## config.mk

```make
export PLATFORM = sky130hd
export DESIGN_NAME = cpu_alu_8bit_flags_flat
export DESIGN_NICKNAME = d
export VERILOG_FILES = /design/src/rtl/cpualu_pkg.sv /design/src/rtl/cpualu_req_if.sv /design/src/rtl/cpualu_rsp_if.sv /design/src/rtl/cpu_alu_8bit_flags.sv /design/src/rtl/cpualu_exec.sv /design/src/flat_wrapper.sv
export SDC_FILE = /design/constraint.sdc
export NUM_CORES = 1
export LEC_CHECK = 0
export BUFFER_PORTS_ARGS = -buffer_cell sky130_fd_sc_hd__clkbuf_2
export CELL_PAD_IN_SITES_DETAIL_PLACEMENT = 1
export CELL_PAD_IN_SITES_GLOBAL_PLACEMENT = 1
export CORE_ASPECT_RATIO = 2
export CORE_MARGIN = 3
export CORE_UTILIZATION = 45
export CTS_CLUSTER_SIZE = 16
export DETAILED_ROUTE_END_ITERATION = 8
export HOLD_SLACK_MARGIN = 0.03
export PLACE_DENSITY_LB_ADDON = 0.25
export SYNTH_ARGS = -nofsm -noshare
export SYNTH_HDL_FRONTEND = slang
export SYNTH_SLANG_ARGS = --single-unit
```

## constraint.sdc

```tcl
create_clock -name clock -period 9.2 [get_ports clock]
set_input_delay 0 -clock clock [delete_from_list [all_inputs] [get_ports clock]]
set_output_delay 0 -clock clock [all_outputs]
set_load 0.005 [all_outputs]
```

## src/rtl/cpualu_pkg.sv

```systemverilog
// shared types and constants of the 8-bit alu
package cpualu_pkg;

   localparam int CMD_W   = 5;
   localparam int WORD_W  = 16;
   localparam int BYTE_W  = 8;
   localparam int POS_W   = 3;
   localparam int FLAG_W  = 4;
   localparam int CLKT_W  = 4;
   localparam int CLKM_W  = 2;

   localparam int FLAG_Z = 3;
   localparam int FLAG_N = 2;
   localparam int FLAG_H = 1;
   localparam int FLAG_C = 0;

   localparam logic [CLKT_W-1:0] CLKT_SHORT = 4'd4;
   localparam logic [CLKT_W-1:0] CLKT_LONG  = 4'd8;
   localparam logic [CLKM_W-1:0] CLKM_SHORT = 2'd1;
   localparam logic [CLKM_W-1:0] CLKM_LONG  = 2'd2;

   typedef enum logic [CMD_W-1:0] {
      CMD_INC   = 5'd0,
      CMD_DEC   = 5'd1,
      CMD_SWAP  = 5'd2,
      CMD_ADC   = 5'd3,
      CMD_ADD8  = 5'd4,
      CMD_ADD16 = 5'd5,
      CMD_SUB   = 5'd6,
      CMD_XOR   = 5'd7,
      CMD_AND   = 5'd8,
      CMD_OR    = 5'd9,
      CMD_CP    = 5'd10,
      CMD_BIT   = 5'd11,
      CMD_RES   = 5'd12,
      CMD_SET   = 5'd13,
      CMD_SLA   = 5'd14,
      CMD_SRL   = 5'd15,
      CMD_RL    = 5'd16,
      CMD_RR    = 5'd17,
      CMD_SBC   = 5'd18,
      CMD_SRA   = 5'd19,
      CMD_RLC   = 5'd20,
      CMD_RRC   = 5'd21
   } cmd_type;

   typedef struct packed {
      logic [CMD_W-1:0]  cmd;
      logic [WORD_W-1:0] operand_a;
      logic [WORD_W-1:0] operand_b;
      logic [POS_W-1:0]  bit_position;
      logic [FLAG_W-1:0] flags_in;
   } req_type;

   typedef struct packed {
      logic [WORD_W-1:0] result;
      logic [FLAG_W-1:0] flags_out;
      logic [CLKT_W-1:0] clock_t;
      logic [CLKM_W-1:0] clock_m;
   } rsp_type;

endpackage

```

## src/rtl/cpualu_req_if.sv

```systemverilog
// request channel of the 8-bit alu
interface cpualu_req_if;
   logic                            valid;
   logic                            ready;
   logic [cpualu_pkg::CMD_W-1:0]    cmd;
   logic [cpualu_pkg::WORD_W-1:0]   operand_a;
   logic [cpualu_pkg::WORD_W-1:0]   operand_b;
   logic [cpualu_pkg::POS_W-1:0]    bit_position;
   logic [cpualu_pkg::FLAG_W-1:0]   flags_in;

   modport source (output valid, cmd, operand_a, operand_b, bit_position, flags_in,
                   input ready);
   modport sink (input valid, cmd, operand_a, operand_b, bit_position, flags_in,
                 output ready);
endinterface

```

## src/rtl/cpualu_rsp_if.sv

```systemverilog
// response channel of the 8-bit alu
interface cpualu_rsp_if;
   logic                            valid;
   logic                            ready;
   logic [cpualu_pkg::WORD_W-1:0]   result;
   logic [cpualu_pkg::FLAG_W-1:0]   flags_out;
   logic [cpualu_pkg::CLKT_W-1:0]   clock_t;
   logic [cpualu_pkg::CLKM_W-1:0]   clock_m;

   modport source (output valid, result, flags_out, clock_t, clock_m, input ready);
   modport sink (input valid, result, flags_out, clock_t, clock_m, output ready);
endinterface

```

## src/rtl/cpu_alu_8bit_flags.sv

```systemverilog
// 8-bit cpu alu: an accepted request passes stage 1, then stage 2, before response valid
// throughput one request per cycle, back to back, limited only by rsp ready
// stage 1 registers the request, stage 2 registers the alu output
// a full stage 2 under stall still lets stage 1 take one more request
// synchronous active-high reset empties both stages; payload is not reset
module cpu_alu_8bit_flags (
   input  logic                clock,
   input  logic                reset,
   cpualu_req_if.sink          req_bus,
   cpualu_rsp_if.source        rsp_bus
);

   logic                s1_valid_ff;
   logic                s1_valid_in;
   cpualu_pkg::req_type s1_data_ff;
   cpualu_pkg::req_type s1_data_in;
   logic                s2_valid_ff;
   logic                s2_valid_in;
   cpualu_pkg::rsp_type s2_data_ff;
   cpualu_pkg::rsp_type s2_data_in;
   cpualu_pkg::req_type req_data;
   cpualu_pkg::rsp_type exec_out;
   logic                advance;
   logic                load;

   assign req_data = '{cmd:          req_bus.cmd,
                       operand_a:    req_bus.operand_a,
                       operand_b:    req_bus.operand_b,
                       bit_position: req_bus.bit_position,
                       flags_in:     req_bus.flags_in};

   cpualu_exec u_exec (
      .req (s1_data_ff),
      .rsp (exec_out)
   );

   assign advance       = !s2_valid_ff || rsp_bus.ready;
   assign req_bus.ready = !s1_valid_ff || advance;
   assign load          = req_bus.valid && req_bus.ready;

   always_comb begin
      s1_valid_in = load || (s1_valid_ff && !advance);
      s1_data_in  = load ? req_data : s1_data_ff;
      s2_valid_in = advance ? s1_valid_ff : s2_valid_ff;
      s2_data_in  = (advance && s1_valid_ff) ? exec_out : s2_data_ff;
   end

   always_ff @(posedge clock) begin
      if (reset) begin
         s1_valid_ff <= 1'b0;
         s2_valid_ff <= 1'b0;
      end else begin
         s1_valid_ff <= s1_valid_in;
         s2_valid_ff <= s2_valid_in;
      end
   end

   always_ff @(posedge clock) begin
      s1_data_ff <= s1_data_in;
      s2_data_ff <= s2_data_in;
   end

   assign rsp_bus.valid     = s2_valid_ff;
   assign rsp_bus.result    = s2_data_ff.result;
   assign rsp_bus.flags_out = s2_data_ff.flags_out;
   assign rsp_bus.clock_t   = s2_data_ff.clock_t;
   assign rsp_bus.clock_m   = s2_data_ff.clock_m;

endmodule

```

## src/rtl/cpualu_exec.sv

```systemverilog
// alu datapath: result, flags and cycle counts of one request
module cpualu_exec (
   input  cpualu_pkg::req_type req,
   output cpualu_pkg::rsp_type rsp
);

   logic [7:0]  a;
   logic [7:0]  b;
   logic        cin;
   logic        cuse;
   logic [8:0]  add_sum;
   logic [4:0]  add_half;
   logic [8:0]  sub_diff;
   logic [4:0]  sub_half;
   logic [16:0] w_sum;
   logic [12:0] w_half;
   logic [7:0]  pos_mask;
   logic [7:0]  res8;
   logic [3:0]  f;
   logic        long_op;
   logic        wide;

   assign a        = req.operand_a[7:0];
   assign b        = req.operand_b[7:0];
   assign cin      = req.flags_in[cpualu_pkg::FLAG_C];
   assign cuse     = (req.cmd == cpualu_pkg::CMD_ADC || req.cmd == cpualu_pkg::CMD_SBC)
                     ? cin : 1'b0;
   assign add_sum  = {1'b0, a} + {1'b0, b} + {8'd0, cuse};
   assign add_half = {1'b0, a[3:0]} + {1'b0, b[3:0]} + {4'd0, cuse};
   assign sub_diff = {1'b0, a} - {1'b0, b} - {8'd0, cuse};
   assign sub_half = {1'b0, a[3:0]} - {1'b0, b[3:0]} - {4'd0, cuse};
   assign w_sum    = {1'b0, req.operand_a} + {1'b0, req.operand_b};
   assign w_half   = {1'b0, req.operand_a[11:0]} + {1'b0, req.operand_b[11:0]};
   assign pos_mask = 8'd1 << req.bit_position;

   always_comb begin
      res8    = a;
      f       = req.flags_in;
      long_op = 1'b0;
      wide    = 1'b0;
      case (cpualu_pkg::cmd_type'(req.cmd))
         cpualu_pkg::CMD_INC: begin
            res8 = a + 8'd1;
            f    = {res8 == 8'd0, 1'b0, res8[3:0] == 4'd0, cin};
         end
         cpualu_pkg::CMD_DEC: begin
            res8 = a - 8'd1;
            f    = {res8 == 8'd0, 1'b1, res8[3:0] == 4'hF, cin};
         end
         cpualu_pkg::CMD_SWAP: begin
            res8    = {a[3:0], a[7:4]};
            f       = {res8 == 8'd0, 3'b000};
            long_op = 1'b1;
         end
         cpualu_pkg::CMD_ADC, cpualu_pkg::CMD_ADD8: begin
            res8 = add_sum[7:0];
            f    = {res8 == 8'd0, 1'b0, add_half[4], add_sum[8]};
         end
         cpualu_pkg::CMD_ADD16: begin
            wide    = 1'b1;
            f       = {req.flags_in[cpualu_pkg::FLAG_Z], 1'b0, w_half[12], w_sum[16]};
            long_op = 1'b1;
         end
         cpualu_pkg::CMD_SUB, cpualu_pkg::CMD_SBC: begin
            res8 = sub_diff[7:0];
            f    = {sub_diff[7:0] == 8'd0, 1'b1, sub_half[4], sub_diff[8]};
         end
         cpualu_pkg::CMD_CP: begin
            res8 = a;
            f    = {sub_diff[7:0] == 8'd0, 1'b1, sub_half[4], sub_diff[8]};
         end
         cpualu_pkg::CMD_XOR: begin
            res8 = a ^ b;
            f    = {res8 == 8'd0, 3'b000};
         end
         cpualu_pkg::CMD_AND: begin
            res8 = a & b;
            f    = {res8 == 8'd0, 3'b010};
         end
         cpualu_pkg::CMD_OR: begin
            res8 = a | b;
            f    = {res8 == 8'd0, 3'b000};
         end
         cpualu_pkg::CMD_BIT: begin
            f       = {~|(a & pos_mask), 1'b0, 1'b1, cin};
            long_op = 1'b1;
         end
         cpualu_pkg::CMD_RES: begin
            res8    = a & ~pos_mask;
            long_op = 1'b1;
         end
         cpualu_pkg::CMD_SET: begin
            res8    = a | pos_mask;
            long_op = 1'b1;
         end
         cpualu_pkg::CMD_SLA: begin
            res8    = {a[6:0], 1'b0};
            f       = {res8 == 8'd0, 2'b00, a[7]};
            long_op = 1'b1;
         end
         cpualu_pkg::CMD_SRL: begin
            res8    = {1'b0, a[7:1]};
            f       = {res8 == 8'd0, 2'b00, a[0]};
            long_op = 1'b1;
         end
         cpualu_pkg::CMD_RL: begin
            res8    = {a[6:0], cin};
            f       = {res8 == 8'd0, 2'b00, a[7]};
            long_op = 1'b1;
         end
         cpualu_pkg::CMD_RR: begin
            res8    = {cin, a[7:1]};
            f       = {res8 == 8'd0, 2'b00, a[0]};
            long_op = 1'b1;
         end
         cpualu_pkg::CMD_SRA: begin
            res8    = {a[7], a[7:1]};
            f       = {res8 == 8'd0, 2'b00, a[0]};
            long_op = 1'b1;
         end
         cpualu_pkg::CMD_RLC: begin
            res8    = {a[6:0], a[7]};
            f       = {res8 == 8'd0, 2'b00, a[7]};
            long_op = 1'b1;
         end
         cpualu_pkg::CMD_RRC: begin
            res8    = {a[0], a[7:1]};
            f       = {res8 == 8'd0, 2'b00, a[0]};
            long_op = 1'b1;
         end
         default: begin
            // unassigned codes pass operand and flags through
            wide = 1'b1;
         end
      endcase
   end

   always_comb begin
      if (wide) begin
         rsp.result = (req.cmd == cpualu_pkg::CMD_ADD16) ? w_sum[15:0] : req.operand_a;
      end else begin
         rsp.result = {8'd0, res8};
      end
      rsp.flags_out = f;
      rsp.clock_t   = long_op ? cpualu_pkg::CLKT_LONG : cpualu_pkg::CLKT_SHORT;
      rsp.clock_m   = long_op ? cpualu_pkg::CLKM_LONG : cpualu_pkg::CLKM_SHORT;
   end

endmodule

```

## src/flat_wrapper.sv

```systemverilog
// flat-port wrapper written by rule: the top's interface ports become plain ports
module cpu_alu_8bit_flags_flat 
  (clock, reset, req_bus_valid, req_bus_cmd, req_bus_operand_a, req_bus_operand_b, req_bus_bit_position, req_bus_flags_in, req_bus_ready, rsp_bus_valid, rsp_bus_result, rsp_bus_flags_out, rsp_bus_clock_t, rsp_bus_clock_m, rsp_bus_ready);
  cpualu_req_if req_bus_i ();
  cpualu_rsp_if rsp_bus_i ();
  input  logic clock;
  input  logic reset;
  input wire logic [$bits(req_bus_i.valid)-1:0] req_bus_valid;
  input wire logic [$bits(req_bus_i.cmd)-1:0] req_bus_cmd;
  input wire logic [$bits(req_bus_i.operand_a)-1:0] req_bus_operand_a;
  input wire logic [$bits(req_bus_i.operand_b)-1:0] req_bus_operand_b;
  input wire logic [$bits(req_bus_i.bit_position)-1:0] req_bus_bit_position;
  input wire logic [$bits(req_bus_i.flags_in)-1:0] req_bus_flags_in;
  output wire logic [$bits(req_bus_i.ready)-1:0] req_bus_ready;
  output wire logic [$bits(rsp_bus_i.valid)-1:0] rsp_bus_valid;
  output wire logic [$bits(rsp_bus_i.result)-1:0] rsp_bus_result;
  output wire logic [$bits(rsp_bus_i.flags_out)-1:0] rsp_bus_flags_out;
  output wire logic [$bits(rsp_bus_i.clock_t)-1:0] rsp_bus_clock_t;
  output wire logic [$bits(rsp_bus_i.clock_m)-1:0] rsp_bus_clock_m;
  input wire logic [$bits(rsp_bus_i.ready)-1:0] rsp_bus_ready;
  assign req_bus_i.valid = req_bus_valid;
  assign req_bus_i.cmd = req_bus_cmd;
  assign req_bus_i.operand_a = req_bus_operand_a;
  assign req_bus_i.operand_b = req_bus_operand_b;
  assign req_bus_i.bit_position = req_bus_bit_position;
  assign req_bus_i.flags_in = req_bus_flags_in;
  assign req_bus_ready = req_bus_i.ready;
  assign rsp_bus_valid = rsp_bus_i.valid;
  assign rsp_bus_result = rsp_bus_i.result;
  assign rsp_bus_flags_out = rsp_bus_i.flags_out;
  assign rsp_bus_clock_t = rsp_bus_i.clock_t;
  assign rsp_bus_clock_m = rsp_bus_i.clock_m;
  assign rsp_bus_i.ready = rsp_bus_ready;
  cpu_alu_8bit_flags u_core (.clock(clock), .reset(reset), .req_bus(req_bus_i), .rsp_bus(rsp_bus_i));
endmodule
```

==> reports/qor.yml <==
dieArea_sq_um: 15130
final_hold_viol_count: 0
vias: 6343
p_leak_nw: 2.799
synth_ff_type: "edfxtp_1"
combPwrFrac_pct: 28.8
h-tree-depth: 3
outcome: "finished clean"
p_sw_share_pct: 35.06
mostFrequentLayoutCell: "clkbuf_2"
final_antenna_net_count: 0
cp_num_buf_inv: 0
track_usage_pct: 37.23
async_flop_share_pct: 0
p_total_w: 0.001053
crit_family: "simple AND/OR/NAND/NOR gates"
synth-edff-count: 66
grt_pass1_wl_microns: 41050
drc: 0
io_pins: 76
hp-class: "in2reg"
cp_cell_sequence: "nor2_1 > nand4_1 > fa_1 > fa_1 > o21a_1 > nor2_1 > xnor2_1 > nor4_1 > nand4b_1 > o311ai_1"
yosysSeqAreaShare_pct: 33.01
drt_iter0_markers: 474
synth_top_area_share_pct: 32.36
core-area_sq_um: 13140
cp.depth: 10
relSlewSlack_pct: 23.13
grt_max_degree: 45
crit_arrival_ps: 4740
p_sw_w: 0.0003693
endpoint_kind: "flip-flop"
irDropWorstVdd_mv: 0.1107
cts_buffers: 9
synth_area_leaders: "edfxtp_1, ha_1, a21oi_1"
period_share_pct: 49.69
cap_violations: 0
row_count: 59
layout-drive-gt1-share_pct: 15.16
required_ps: 9370
max_freq_mhz: 218.8
period_needed_ps: 4571
synth.distinct_cells: 86
clock_latency_ps: 350
slew_violations: 0
critPathSlowestCell: "edfxtp_1"
intPower_w: 0.0006841
clkSinkCount: 68
crit_type: "reg2reg"
antenna_found_initial: 1
grt_overflow_total: 0
wirelength_microns: 27690
synth_top_cell_by_area: "edfxtp_1"
cts_resized: 0
slowest_delay_ps: 800
worst_pin_slew_ps: 1153
n_fill_cell: 1527
cts.path.max_buffers: 2
clock_skew_ps: 11.60
setup_viol: 0
rsz0062_at_grt: "no"
pre_cts_ws_ps: 5031
start_kind: "flip-flop"
routed_via_density: 6.769
power.density_nw_per_um2: 145.0
numPortBuffers: 73
design_area_sq_um: 7263
worstPathMaxFanout: 31
antenna_cells: 0
final_nets: 876
dr.pass1.iters: 5
dp_hpwl_microns: 19660
power_frac_clock_pct: 34.5
wl_per_cell_microns: 29.55
grt_pass1_vias: 6877
gp_congestion: 1.030
ys_warn_count: 0
finalSetupTns_ps: 0
setup_ws_ps: 4629
synth_area_sq_um: 6125
tritoncts: "done"
synth_area_per_cell_sq_um: 8.941
clk_pin_slew_ps: 70
die_h_microns: 171.0
start_util_pct: 46.61
mostFrequentLayoutCells: "clkbuf_2, edfxtp_1, nand2_1"
cts_root_buf: "clkbuf_16"
synth-seq-cells: 68
whs_path_depth: 2
syn2layout_area_growth_pct: 18.59
r2r_cells: 10
synth_cells: 685
place_area_sq_um: 6501
die_w_microns: 88.50
p_seq_share_pct: 36.7
## synthesized netlist by cell type, types with 4 or more instances
library cell / count
a211o_1: 4
a211oi_1: 10
a21boi_0: 6
a21o_1: 9
a21oi_1: 49
a221oi_1: 6
a22oi_1: 8
a31oi_1: 9
and2_1: 7
and3_1: 4
buf_2: 20
buf_4: 10
clkbuf_1: 12
edfxtp_1: 66
fa_1: 5
ha_1: 43
inv_1: 34
mux2i_1: 4
nand2_1: 51
nand2b_1: 15
nand3_1: 20
nand4_1: 14
nor2_1: 47
nor2b_1: 14
nor3_1: 14
nor3b_1: 6
nor4_1: 14
o2111ai_1: 5
o211ai_1: 11
o21a_1: 9
o21ai_0: 37
o22ai_1: 10
o31ai_1: 5
or3_1: 5
xnor2_1: 15
xor2_1: 9
## per-layer routing
metal  global-route usage, %  vias to the layer above  routed length (microns)
li1                        -                     2783                        -
met1                   38.14                     3106                     9409
met2                   63.61                      307                    14030
met3                   6.651                      145                     1466
met4                   30.79                        2                     2776
met5                       0                        -                        9
## state kept, by name, indices dropped and copies added, names as in the netlist
signal	flops
u_core.rsp_bus.result	16
u_core.rsp_bus.flags_out	4
u_core.rsp_bus.clock_t	2
u_core.rsp_bus.valid	1
u_core.s1_data_ff	44
u_core.s1_valid_ff	1
## cell families (layout without fill, tap and decap cells)
| logic type | after synthesis | count (layout) | synth area share [%] |
|---|---|---|---|
| adder cells (fa/ha/maj) | 48 | 48 | 10.42 |
| XOR/XNOR | 24 | 24 | 3.432 |
| AO/OA/AOI/OAI | 217 | 217 | 24.49 |
| other | 1 | 2 | 0.06123 |
| AND/OR/NAND/NOR | 240 | 240 | 21.21 |
| buffers and inverters | 80 | 179 | 6.169 |
| flip-flops | 68 | 68 | 33.01 |
| multiplexers | 7 | 7 | 1.205 |
## final cells by class
cell class                      instances  area (sq um)  share of cell area [%]
Timing Repair Buffer                  128         895.9                   12.33
Inverter                               35         131.4                   1.809
Tap cell                              152         190.2                   2.618
Sequential cell                        68          2022                   27.84
Clock inverter                          7         66.31                  0.9130
Clock buffer                            9         225.2                   3.101
Multi-Input combinational cell        538          3732                   51.39
## path summary, 6_finish.rpt
check / from / slack [ps] / endpoint
setup / recovery: u_core.s1_data_ff[42] / 4630 / u_core.rsp_bus.flags_out[3]
hold / removal: req_bus_flags_in[2] / 360 / u_core.s1_data_ff[2]
setup reg to reg: u_core.s1_data_ff[42] / 4630 / u_core.rsp_bus.flags_out[3]
hold reg to reg: u_core.s1_valid_ff / 550 / u_core.rsp_bus.valid
## timing repair
item,in CTS,in global routing
setup endpoints to repair,0,0
hold buffers,47,0
hold endpoints to repair,46,0
buffers inserted,0,0
## power by group through the flow
stage / combinational (W) / clock, W / sequential, W
floorplan: 0.000184 / 0 / 0.000380
finish: 0.000304 / 0.000363 / 0.000386
global placement: 0.000264 / 0 / 0.000390
CTS: 0.000290 / 0.000361 / 0.000385
detailed placement: 0.000271 / 0 / 0.000391
global route: 0.000321 / 0.000371 / 0.000388
## worst reg2reg max path, cell delays in order (launching register included)
cell,delay (ps)
edfxtp_1,800
nor2_1,490
nand4_1,430
fa_1,560
fa_1,470
o21a_1,240
nor2_1,200
xnor2_1,190
nor4_1,690
nand4b_1,210
o311ai_1,120
## stage by stage
step                utilization [%]  std cells  hold WS, ps
finish                        55.28        937        358.0
global route                  55.28        937        371.3
CTS                           55.28        937        354.7
detailed placement            49.48        874        178.8
global placement              49.48        874        176.1
floorplan                         -        686        72.38
(Power assumes the default switching activity.)
